[src/hw/rtl/pbrd_pkg.sv]
// ----------------------------------------------------------------------------
// Pulse beat rate detector package
// Field widths, register indexes, reset values and the sequencer types.
// ----------------------------------------------------------------------------
`default_nettype none

package pbrd_pkg;

	localparam int SAMPLE_W   = 12;
	localparam int LEVEL_W    = 10;
	localparam int MS_W       = 16;
	localparam int BPM_W      = 8;
	localparam int STEP_W     = 4;
	localparam int REFR_W     = 12;
	localparam int CFG_IDX_W  = 2;
	localparam int CFG_DATA_W = 16;

	localparam logic [CFG_IDX_W-1:0] CFG_SAMPLE_STEP = 2'd0;
	localparam logic [CFG_IDX_W-1:0] CFG_REFRACTORY  = 2'd1;
	localparam logic [CFG_IDX_W-1:0] CFG_TIMEOUT     = 2'd2;
	localparam logic [CFG_IDX_W-1:0] CFG_DEFAULT_LVL = 2'd3;

	localparam logic [STEP_W-1:0]  RST_STEP       = 4'd2;
	localparam logic [REFR_W-1:0]  RST_REFRACTORY = 12'd250;
	localparam logic [MS_W-1:0]    RST_TIMEOUT    = 16'd2500;
	localparam logic [LEVEL_W-1:0] RST_LEVEL      = 10'd512;
	localparam logic [MS_W-1:0]    RST_INTERVAL   = 16'd600;
	// three fifths of the reset interval
	localparam logic [MS_W-1:0]    RST_GUARD      = 16'd360;

	// one fifth scaled by 2^18, exact floor for any 16-bit interval
	localparam logic [MS_W-1:0]    GUARD_RECIP = 16'd52429;
	localparam int                 GUARD_SH    = 18;
	localparam logic [MS_W-1:0]    BPM_NUM     = 16'd60000;
	localparam logic [BPM_W-1:0]   BPM_MAX     = 8'd255;

	typedef enum logic [8:0] {
		S_IDLE  = 9'b000000001,
		S_EVAL  = 9'b000000010,
		S_DIV   = 9'b000000100,
		S_POST  = 9'b000001000,
		S_SEED  = 9'b000010000,
		S_RDOLD = 9'b000100000,
		S_UPD   = 9'b001000000,
		S_MUL   = 9'b010000000,
		S_OUT   = 9'b100000000
	} state_t;

	typedef enum logic [1:0] {
		OP_GUARD = 2'd0,
		OP_MEAN  = 2'd1,
		OP_BPM   = 2'd2
	} div_op_t;

endpackage

`default_nettype wire

[src/hw/rtl/pulse_beat_rate_detector.sv]
// ----------------------------------------------------------------------------
// Pulse beat rate detector
// Adaptive threshold beat finder on a pulse sensor stream, with interval
// history and beats per minute from one restoring divider.
// ----------------------------------------------------------------------------
//  channel   direction  handshake                 payload
//  cfg       in         cfg_valid / cfg_ready     cfg_index, cfg_data
//  sample    in         sample_valid/sample_ready raw_sample
//  result    out        result_valid/result_ready beat_found, bpm, interval_ms,
//                                                 pulse_high, threshold_level
//
//  A sample without a beat runs S_EVAL, S_OUT; a first beat runs S_EVAL,
//  S_MUL, S_POST, S_OUT; a counted beat S_EVAL, S_MUL, S_POST, S_RDOLD, S_UPD,
//  S_MUL, S_POST, S_DIV, S_POST, S_OUT, plus S_SEED per entry when it seeds
//  the history. The radix-2 rate divider gives one quotient bit per cycle;
//  guard and mean interval are reciprocal products. One sample is in work
//  at a time; the result register lets the next sample in while a result
//  waits. Reset is asynchronous; cfg_ready is always high.
// ----------------------------------------------------------------------------
`default_nettype none

module pulse_beat_rate_detector #(
	parameter int HISTORY_DEPTH = 10
) (
	input  logic                            clk,
	input  logic                            arst_n,
	input  logic                            cfg_valid,
	output logic                            cfg_ready,
	input  logic [pbrd_pkg::CFG_IDX_W-1:0]  cfg_index,
	input  logic [pbrd_pkg::CFG_DATA_W-1:0] cfg_data,
	input  logic                            sample_valid,
	output logic                            sample_ready,
	input  logic [pbrd_pkg::SAMPLE_W-1:0]   raw_sample,
	output logic                            result_valid,
	input  logic                            result_ready,
	output logic                            beat_found,
	output logic [pbrd_pkg::BPM_W-1:0]      bpm,
	output logic [pbrd_pkg::MS_W-1:0]       interval_ms,
	output logic                            pulse_high,
	output logic [pbrd_pkg::LEVEL_W-1:0]    threshold_level
);
	import pbrd_pkg::*;

	localparam int PTR_W = (HISTORY_DEPTH > 1) ? $clog2(HISTORY_DEPTH) : 1;
	localparam int DIV_W = MS_W + $clog2(HISTORY_DEPTH);
	localparam int CNT_W = $clog2(DIV_W);
	localparam logic [PTR_W-1:0] LAST_PTR = PTR_W'(HISTORY_DEPTH - 1);
	// reciprocal of the depth, exact floor for any history sum
	localparam int MEAN_SH = DIV_W + PTR_W;
	localparam int MUL_W   = DIV_W + MEAN_SH;
	localparam logic [MEAN_SH-1:0] MEAN_RECIP = MEAN_SH'(((64'd1 << MEAN_SH)
		+ 64'(HISTORY_DEPTH) - 64'd1) / 64'(HISTORY_DEPTH));

	state_t state_q;

	// configuration
	logic [STEP_W-1:0]  step_q;
	logic [REFR_W-1:0]  refr_q;
	logic [MS_W-1:0]    tout_q;
	logic [LEVEL_W-1:0] dflt_q;

	// detector state
	logic [MS_W-1:0]    tc_q;
	logic [MS_W-1:0]    lbt_q;
	logic [MS_W-1:0]    interval_q;
	logic [MS_W-1:0]    guard_q;
	logic [LEVEL_W-1:0] peak_q;
	logic [LEVEL_W-1:0] trough_q;
	logic [LEVEL_W-1:0] thresh_q;
	logic               pulse_q;
	logic               first_q;
	logic               second_q;
	logic [BPM_W-1:0]   bpm_q;

	// per sample work
	logic [LEVEL_W-1:0] sig_q;
	logic               found_q;
	logic               seed_q;
	logic               calc_q;

	// interval history, circular
	logic [MS_W-1:0]    hist_q [HISTORY_DEPTH];
	logic [MS_W-1:0]    old_q;
	logic [PTR_W-1:0]   ptr_q;
	logic [DIV_W-1:0]   sum_q;
	logic               hist_we;

	// rate divider
	logic [DIV_W-1:0]   div_quo_q;
	logic [MS_W-1:0]    div_rem_q;
	logic [MS_W-1:0]    div_den_q;
	logic [CNT_W-1:0]   div_cnt_q;
	div_op_t            div_op_q;
	logic [MS_W:0]      div_trial;
	logic [MS_W:0]      div_diff;
	logic               div_ge;
	logic [MS_W-1:0]    div_rem_n;
	logic [DIV_W-1:0]   div_quo_n;

	// reciprocal product for guard and mean
	logic [DIV_W-1:0]   mul_a;
	logic [MEAN_SH-1:0] mul_b;
	logic [MUL_W-1:0]   mul_q;
	logic [MS_W-1:0]    guard_quo;
	logic [MS_W-1:0]    mean_quo;

	// result register
	logic               res_valid_q;
	logic               res_found_q;
	logic [BPM_W-1:0]   res_bpm_q;
	logic [MS_W-1:0]    res_interval_q;
	logic               res_pulse_q;
	logic [LEVEL_W-1:0] res_thresh_q;

	// evaluation of one sample
	logic [MS_W-1:0]    elapsed;
	logic               above;
	logic               below;
	logic               past_guard;
	logic               beat;
	logic               fall;
	logic               tout;
	logic [LEVEL_W-1:0] peak_n;
	logic [LEVEL_W-1:0] trough_n;
	logic [LEVEL_W:0]   amp;
	logic [LEVEL_W:0]   amp_adj;
	logic [LEVEL_W-1:0] fall_lvl;

	always_comb begin
		elapsed    = tc_q - lbt_q;
		above      = sig_q > thresh_q;
		below      = sig_q < thresh_q;
		past_guard = elapsed > guard_q;
		trough_n   = (below && past_guard && (sig_q < trough_q)) ? sig_q : trough_q;
		peak_n     = (above && (sig_q > peak_q)) ? sig_q : peak_q;
		beat       = (elapsed > {{(MS_W-REFR_W){1'b0}}, refr_q}) && above && !pulse_q
			&& past_guard;
		fall       = below && pulse_q;
		tout       = elapsed > tout_q;
		// half the signed amplitude, truncated toward zero
		amp        = {1'b0, peak_n} - {1'b0, trough_n};
		amp_adj    = amp + {{LEVEL_W{1'b0}}, amp[LEVEL_W]};
		fall_lvl   = trough_n + amp_adj[LEVEL_W:1];
	end

	always_comb begin
		div_trial = {div_rem_q, div_quo_q[DIV_W-1]};
		div_diff  = div_trial - {1'b0, div_den_q};
		div_ge    = div_trial >= {1'b0, div_den_q};
		div_rem_n = div_ge ? div_diff[MS_W-1:0] : div_trial[MS_W-1:0];
		div_quo_n = {div_quo_q[DIV_W-2:0], div_ge};
	end

	always_comb begin
		if (div_op_q == OP_MEAN) begin
			mul_a = sum_q;
			mul_b = MEAN_RECIP;
		end else begin
			mul_a = DIV_W'(interval_q);
			mul_b = MEAN_SH'(GUARD_RECIP);
		end
		guard_quo = mul_q[GUARD_SH +: MS_W];
		mean_quo  = mul_q[MEAN_SH +: MS_W];
	end

	assign hist_we = state_q inside {S_SEED, S_UPD};

	always_ff @(posedge clk) begin
		if (hist_we) begin
			hist_q[ptr_q] <= interval_q;
		end
		if (state_q == S_RDOLD) begin
			old_q <= hist_q[ptr_q];
		end
	end

	always_ff @(posedge clk or negedge arst_n) begin
		if (!arst_n) begin
			state_q        <= S_IDLE;
			step_q         <= RST_STEP;
			refr_q         <= RST_REFRACTORY;
			tout_q         <= RST_TIMEOUT;
			dflt_q         <= RST_LEVEL;
			tc_q           <= '0;
			lbt_q          <= '0;
			interval_q     <= RST_INTERVAL;
			guard_q        <= RST_GUARD;
			peak_q         <= RST_LEVEL;
			trough_q       <= RST_LEVEL;
			thresh_q       <= RST_LEVEL;
			pulse_q        <= 1'b0;
			first_q        <= 1'b1;
			second_q       <= 1'b0;
			bpm_q          <= '0;
			sig_q          <= '0;
			found_q        <= 1'b0;
			seed_q         <= 1'b0;
			calc_q         <= 1'b0;
			ptr_q          <= '0;
			sum_q          <= '0;
			div_quo_q      <= '0;
			div_rem_q      <= '0;
			div_den_q      <= '0;
			div_cnt_q      <= '0;
			div_op_q       <= OP_GUARD;
			mul_q          <= '0;
			res_valid_q    <= 1'b0;
			res_found_q    <= 1'b0;
			res_bpm_q      <= '0;
			res_interval_q <= '0;
			res_pulse_q    <= 1'b0;
			res_thresh_q   <= '0;
		end else begin
			if (cfg_valid) begin
				case (cfg_index)
					CFG_SAMPLE_STEP: step_q <= cfg_data[STEP_W-1:0];
					CFG_REFRACTORY:  refr_q <= cfg_data[REFR_W-1:0];
					CFG_TIMEOUT:     tout_q <= cfg_data[MS_W-1:0];
					CFG_DEFAULT_LVL: dflt_q <= cfg_data[LEVEL_W-1:0];
					default: ;
				endcase
			end

			if (res_valid_q && result_ready) begin
				res_valid_q <= 1'b0;
			end

			case (state_q)
				S_IDLE: begin
					if (sample_valid) begin
						sig_q   <= raw_sample[SAMPLE_W-1:SAMPLE_W-LEVEL_W];
						tc_q    <= tc_q + {{(MS_W-STEP_W){1'b0}}, step_q};
						state_q <= S_EVAL;
					end
				end
				S_EVAL: begin
					found_q  <= 1'b0;
					peak_q   <= peak_n;
					trough_q <= trough_n;
					if (beat) begin
						pulse_q    <= 1'b1;
						interval_q <= elapsed;
						lbt_q      <= tc_q;
						seed_q     <= second_q;
						calc_q     <= !first_q;
						found_q    <= !first_q;
						second_q   <= 1'b0;
						if (first_q) begin
							first_q  <= 1'b0;
							second_q <= 1'b1;
						end
						// guard for the new interval
						div_op_q <= OP_GUARD;
						state_q  <= S_MUL;
					end else begin
						state_q <= S_OUT;
						if (fall) begin
							pulse_q  <= 1'b0;
							thresh_q <= fall_lvl;
							peak_q   <= fall_lvl;
							trough_q <= fall_lvl;
						end
					end
					// a first beat skips the timeout
					if (tout && !(beat && first_q)) begin
						thresh_q <= dflt_q;
						peak_q   <= dflt_q;
						trough_q <= dflt_q;
						lbt_q    <= tc_q;
						first_q  <= 1'b1;
						second_q <= 1'b0;
					end
				end
				S_MUL: begin
					mul_q   <= MUL_W'(mul_a) * MUL_W'(mul_b);
					state_q <= S_POST;
				end
				S_DIV: begin
					div_quo_q <= div_quo_n;
					div_rem_q <= div_rem_n;
					div_cnt_q <= div_cnt_q - CNT_W'(1);
					if (div_cnt_q == '0) begin
						state_q <= S_POST;
					end
				end
				S_POST: begin
					case (div_op_q)
						OP_GUARD: begin
							guard_q <= guard_quo + {guard_quo[MS_W-2:0], 1'b0};
							if (seed_q) begin
								ptr_q   <= '0;
								sum_q   <= '0;
								state_q <= S_SEED;
							end else if (calc_q) begin
								state_q <= S_RDOLD;
							end else begin
								state_q <= S_OUT;
							end
						end
						OP_MEAN: begin
							if (mean_quo == '0) begin
								bpm_q   <= BPM_MAX;
								state_q <= S_OUT;
							end else begin
								div_quo_q <= DIV_W'(BPM_NUM);
								div_rem_q <= '0;
								div_den_q <= mean_quo;
								div_cnt_q <= CNT_W'(DIV_W - 1);
								div_op_q  <= OP_BPM;
								state_q   <= S_DIV;
							end
						end
						OP_BPM: begin
							// saturate the rate
							bpm_q   <= (div_quo_q > DIV_W'(BPM_MAX)) ? BPM_MAX
								: div_quo_q[BPM_W-1:0];
							state_q <= S_OUT;
						end
						default: begin
							state_q <= S_OUT;
						end
					endcase
				end
				S_SEED: begin
					sum_q <= sum_q + DIV_W'(interval_q);
					if (ptr_q == LAST_PTR) begin
						ptr_q   <= '0;
						state_q <= calc_q ? S_RDOLD : S_OUT;
					end else begin
						ptr_q <= ptr_q + PTR_W'(1);
					end
				end
				S_RDOLD: begin
					state_q <= S_UPD;
				end
				S_UPD: begin
					// drop the oldest interval, add the newest
					sum_q    <= sum_q - DIV_W'(old_q) + DIV_W'(interval_q);
					ptr_q    <= (ptr_q == LAST_PTR) ? '0 : ptr_q + PTR_W'(1);
					div_op_q <= OP_MEAN;
					state_q  <= S_MUL;
				end
				S_OUT: begin
					if (!res_valid_q || result_ready) begin
						res_valid_q    <= 1'b1;
						res_found_q    <= found_q;
						res_bpm_q      <= bpm_q;
						res_interval_q <= interval_q;
						res_pulse_q    <= pulse_q;
						res_thresh_q   <= thresh_q;
						state_q        <= S_IDLE;
					end
				end
				default: begin
					state_q <= S_IDLE;
				end
			endcase
		end
	end

	assign cfg_ready       = 1'b1;
	assign sample_ready    = (state_q == S_IDLE);
	assign result_valid    = res_valid_q;
	assign beat_found      = res_found_q;
	assign bpm             = res_bpm_q;
	assign interval_ms     = res_interval_q;
	assign pulse_high      = res_pulse_q;
	assign threshold_level = res_thresh_q;

endmodule

`default_nettype wire

[config.mk]
export PLATFORM = sky130hd
export DESIGN_NAME = pulse_beat_rate_detector
export DESIGN_NICKNAME = d
export VERILOG_FILES = /design/src/hw/rtl/pbrd_pkg.sv /design/src/hw/rtl/pulse_beat_rate_detector.sv
export SDC_FILE = /design/constraint.sdc
export NUM_CORES = 2
export LEC_CHECK = 0
export BUFFER_PORTS_ARGS = -buffer_cell sky130_fd_sc_hd__buf_2
export CAP_MARGIN = 20
export CORE_ASPECT_RATIO = 0.8
export CORE_MARGIN = 2
export CORE_UTILIZATION = 35
export DETAILED_ROUTE_END_ITERATION = 7
export PLACE_DENSITY_LB_ADDON = 0.25
export RECOVER_POWER = 100
export SYNTH_ARGS = -nofsm -noshare
export SYNTH_HDL_FRONTEND = slang
export SYNTH_SLANG_ARGS = --single-unit
[constraint.sdc]
create_clock -name clk -period 12.75 [get_ports clk]
set_input_delay 0 -clock clk [delete_from_list [all_inputs] [get_ports clk]]
set_output_delay 0 -clock clk [all_outputs]
set_load 0.02 [all_outputs]
==> out/results.tsv <==
metric	value	unit
final period utilization	83.0	%
Reg2Reg Setup Slack	2170	ps
Worst-Margin Slew	8100	ps
Worst Path Arrival	11160	ps
deepest clock path buffer count	3	
clock sinks	487	
post-route antenna net violation count	0	
Core ar.	98500	um^2
Synth area leaders	dfrtp_1 (21%), edfxtp_1 (15%), ha_1 (13%)	
setup TNS	0	ps
layout cells sized above 1	8.68	%
Synth Flop Type	dfrtp_1	
DRC	0	
Slowest-stage cell, CP	nor2_1	
Reg clk slew, reported paths	60	ps
syn_area_per_cell	10.5	um^2
drt total wl	87.4	mm
outcome	finished with violations	
Non-Filler Instances	4793	
TritonCTS clock tree	done	
crit-path max cell delay	1060	ps
simple-gate share of the synthesized area	10.0	%
postcts setup bufs	0	
Initial DRC Count	1654	
placed instance count	4656	
routability congestion estimate	0.878	
cell with the most instances after synthesis	inv_1	
area occupied by multi-input gates	19200	um^2
Layout Utilization	39.3	%
CP Data Required Time	13330	ps
final number of setup-violating endpoints	0	
crit path kind	reg2reg	
post-synth cell types	109	
post-synthesis adder-cell area fraction	24.8	%
complex-gate fraction of the synthesized area	12.2	%
cell taking the most area after synthesis	dfrtp_1	
PortBufs	70	
nets	4041	
total die area	102000	um^2
height of the chip	286	um
FF+latch count, synth	487	
top cell type's share of synthesized area	20.6	%
final hold vios	0	
Slew Limit Fails	451	
fin crit period	10580	ps
Die Wd	356	um
failing checks	max-capacitance violations, max-slew violations	
async set or reset register ratio after synthesis	63.9	%
RSZ-0062 raised after global routing	false	
Critical Path Source Type	flip-flop	
Remaining Overflow, GRT	0	
number of synthesized flops with an enable pin	176	
Reg area	13100	um^2
critical-path maximum fanout	18	
Post-synth top cells	inv_1 (528), ha_1 (370), nand2_1 (321), dfrtp_1 (285), o21ai_0 (209)	
first-pass GRT wire length	138	mm
Synth Area in XOR/XNOR	3.13	%
Post-Syn Instances	3312	
CTS Buf Count	55	
main combinational cell family by area after synthesis	adder cells	
type of the most critical hold path	in2reg	
wire per inst	18.2	um
Starting Density	35.2	%
post-synthesis mux area share	5.15	%
CTS H-tree depth	2	
final hold slack	86.5	ps
Post-Syn Area	34700	um^2
Worst setup EP type	flip-flop	
DRT Pass-1 Iters	5	
Row Count	103	
GRT Overall Usage	17.4	%
antenna violations before repair	1	
Ports	74	
number of global-route vias before repair	23834	
Ys Warns	0	
crit-path most repeated cell	ha_1	
slew margin rel.	-440	%
largest net degree at the start of global routing	172	
HPWL Detailed	65.8	mm
Clock Latency Late Sink	650	ps
sequential-to-total area share from yosys stat	37.8	%
drt via density	4.94	
via count	23689	
CTS root buf	clkbuf_16	
Fmax	0.0945	GHz
number of max-cap violations	8	
Area Growth Syn to Fin	11.6	%
number of fill cells	9705	
clk_skew	31.6	ps
## worst max-delay path, delay by kind of cell, from the launching register on
kind | cells | cell delay [ps]
compound gates | 17 | 4330
simple gates | 12 | 3550
flops | 1 | 430
fa+ha+maj | 5 | 1780
buf+inv | 1 | 120
xor+xnor | 1 | 290
## per-stage QoR
stage | instance area (um^2) | setup slack, ps
6_report | 38700 | 2170
5_1_grt | 38700 | 1200
4_1_cts | 39000 | 3010
3_5_place_dp | 36700 | 3030
3_3_place_gp | 36700 | 3110
2_1_floorplan | 34800 | 4490
## layout by cell type, fill, tap and decap left out, drive strengths merged, types with 37 or more instances in the layout
master / instances
fa: 198
a21o: 38
a21oi: 151
nand2: 321
mux2: 69
xnor2: 83
dfrtp: 285
o21ai: 212
inv: 532
clkbuf: 137
nor2: 138
edfxtp: 176
nand3: 46
ha: 370
xor2: 37
buf: 46
## state kept, by name, summed over array words and instances, names as in the netlist, 12 cells and up
register and flops:
mul_q 22, div_den_q 16, hist_q 160, tout_q 16, refr_q 12, div_quo_q 20
interval_q 16, interval_ms 16, div_rem_q 16, old_q 16, lbt_q 16, sum_q 20
tc_q 16, guard_q 16
## timing repair
action / in CTS / in global routing
setup endpoints to repair: 0 / 0
hold buffers: 36 / 0
resized for setup: 0 / 0
endpoints found under the hold margin: 137 / 0
## per-layer routing
metal	track usage (%)	share of wire (%)
met2	26.3	43
met4	3.59	1.6
met3	2.95	4.8
met5	0	0
met1	26.1	50
## worst paths after layout
path | start | to | cells past startpoint
worst min register to register | threshold_level[6] | threshold_level[6] | 2
worst max register to register | tc_q[1] | thresh_q[9] | 36
worst min-delay path | raw_sample[8] | sig_q[6] | 4
min in group asynchronous | arst_n | sum_q[1] | 3
max in group asynchronous | arst_n | state_q[5] | 4
worst max-delay path | tc_q[1] | thresh_q[9] | 36
## cell type report
| type | instances | area share, % |
|---|---|---|
| clock inverters | 31 | 0.973 |
| multi-input cells | 2215 | 49.6 |
| repair buffers | 151 | 2.30 |
| inverters | 528 | 5.12 |
| flip-flops and latches | 487 | 33.8 |
| clock buffers | 68 | 3.91 |
| well taps | 1312 | 4.24 |
| diodes | 1 | 0.00646 |
## kinds of logic (layout without fill, tap and decap cells)
group	count (synthesis)	after routing
AND/OR/NAND/NOR	730	730
AO/OA/AOI/OAI	644	644
buffers and inverters	631	778
adder cells (fa/ha/maj)	568	568
flip-flops	487	487
multiplexers	130	130
XOR/XNOR	120	120
other	2	24
Power is left out: the tool's default activity adds up to more than one toggle a clock period on the data nets, which glitch-free logic cannot reach.
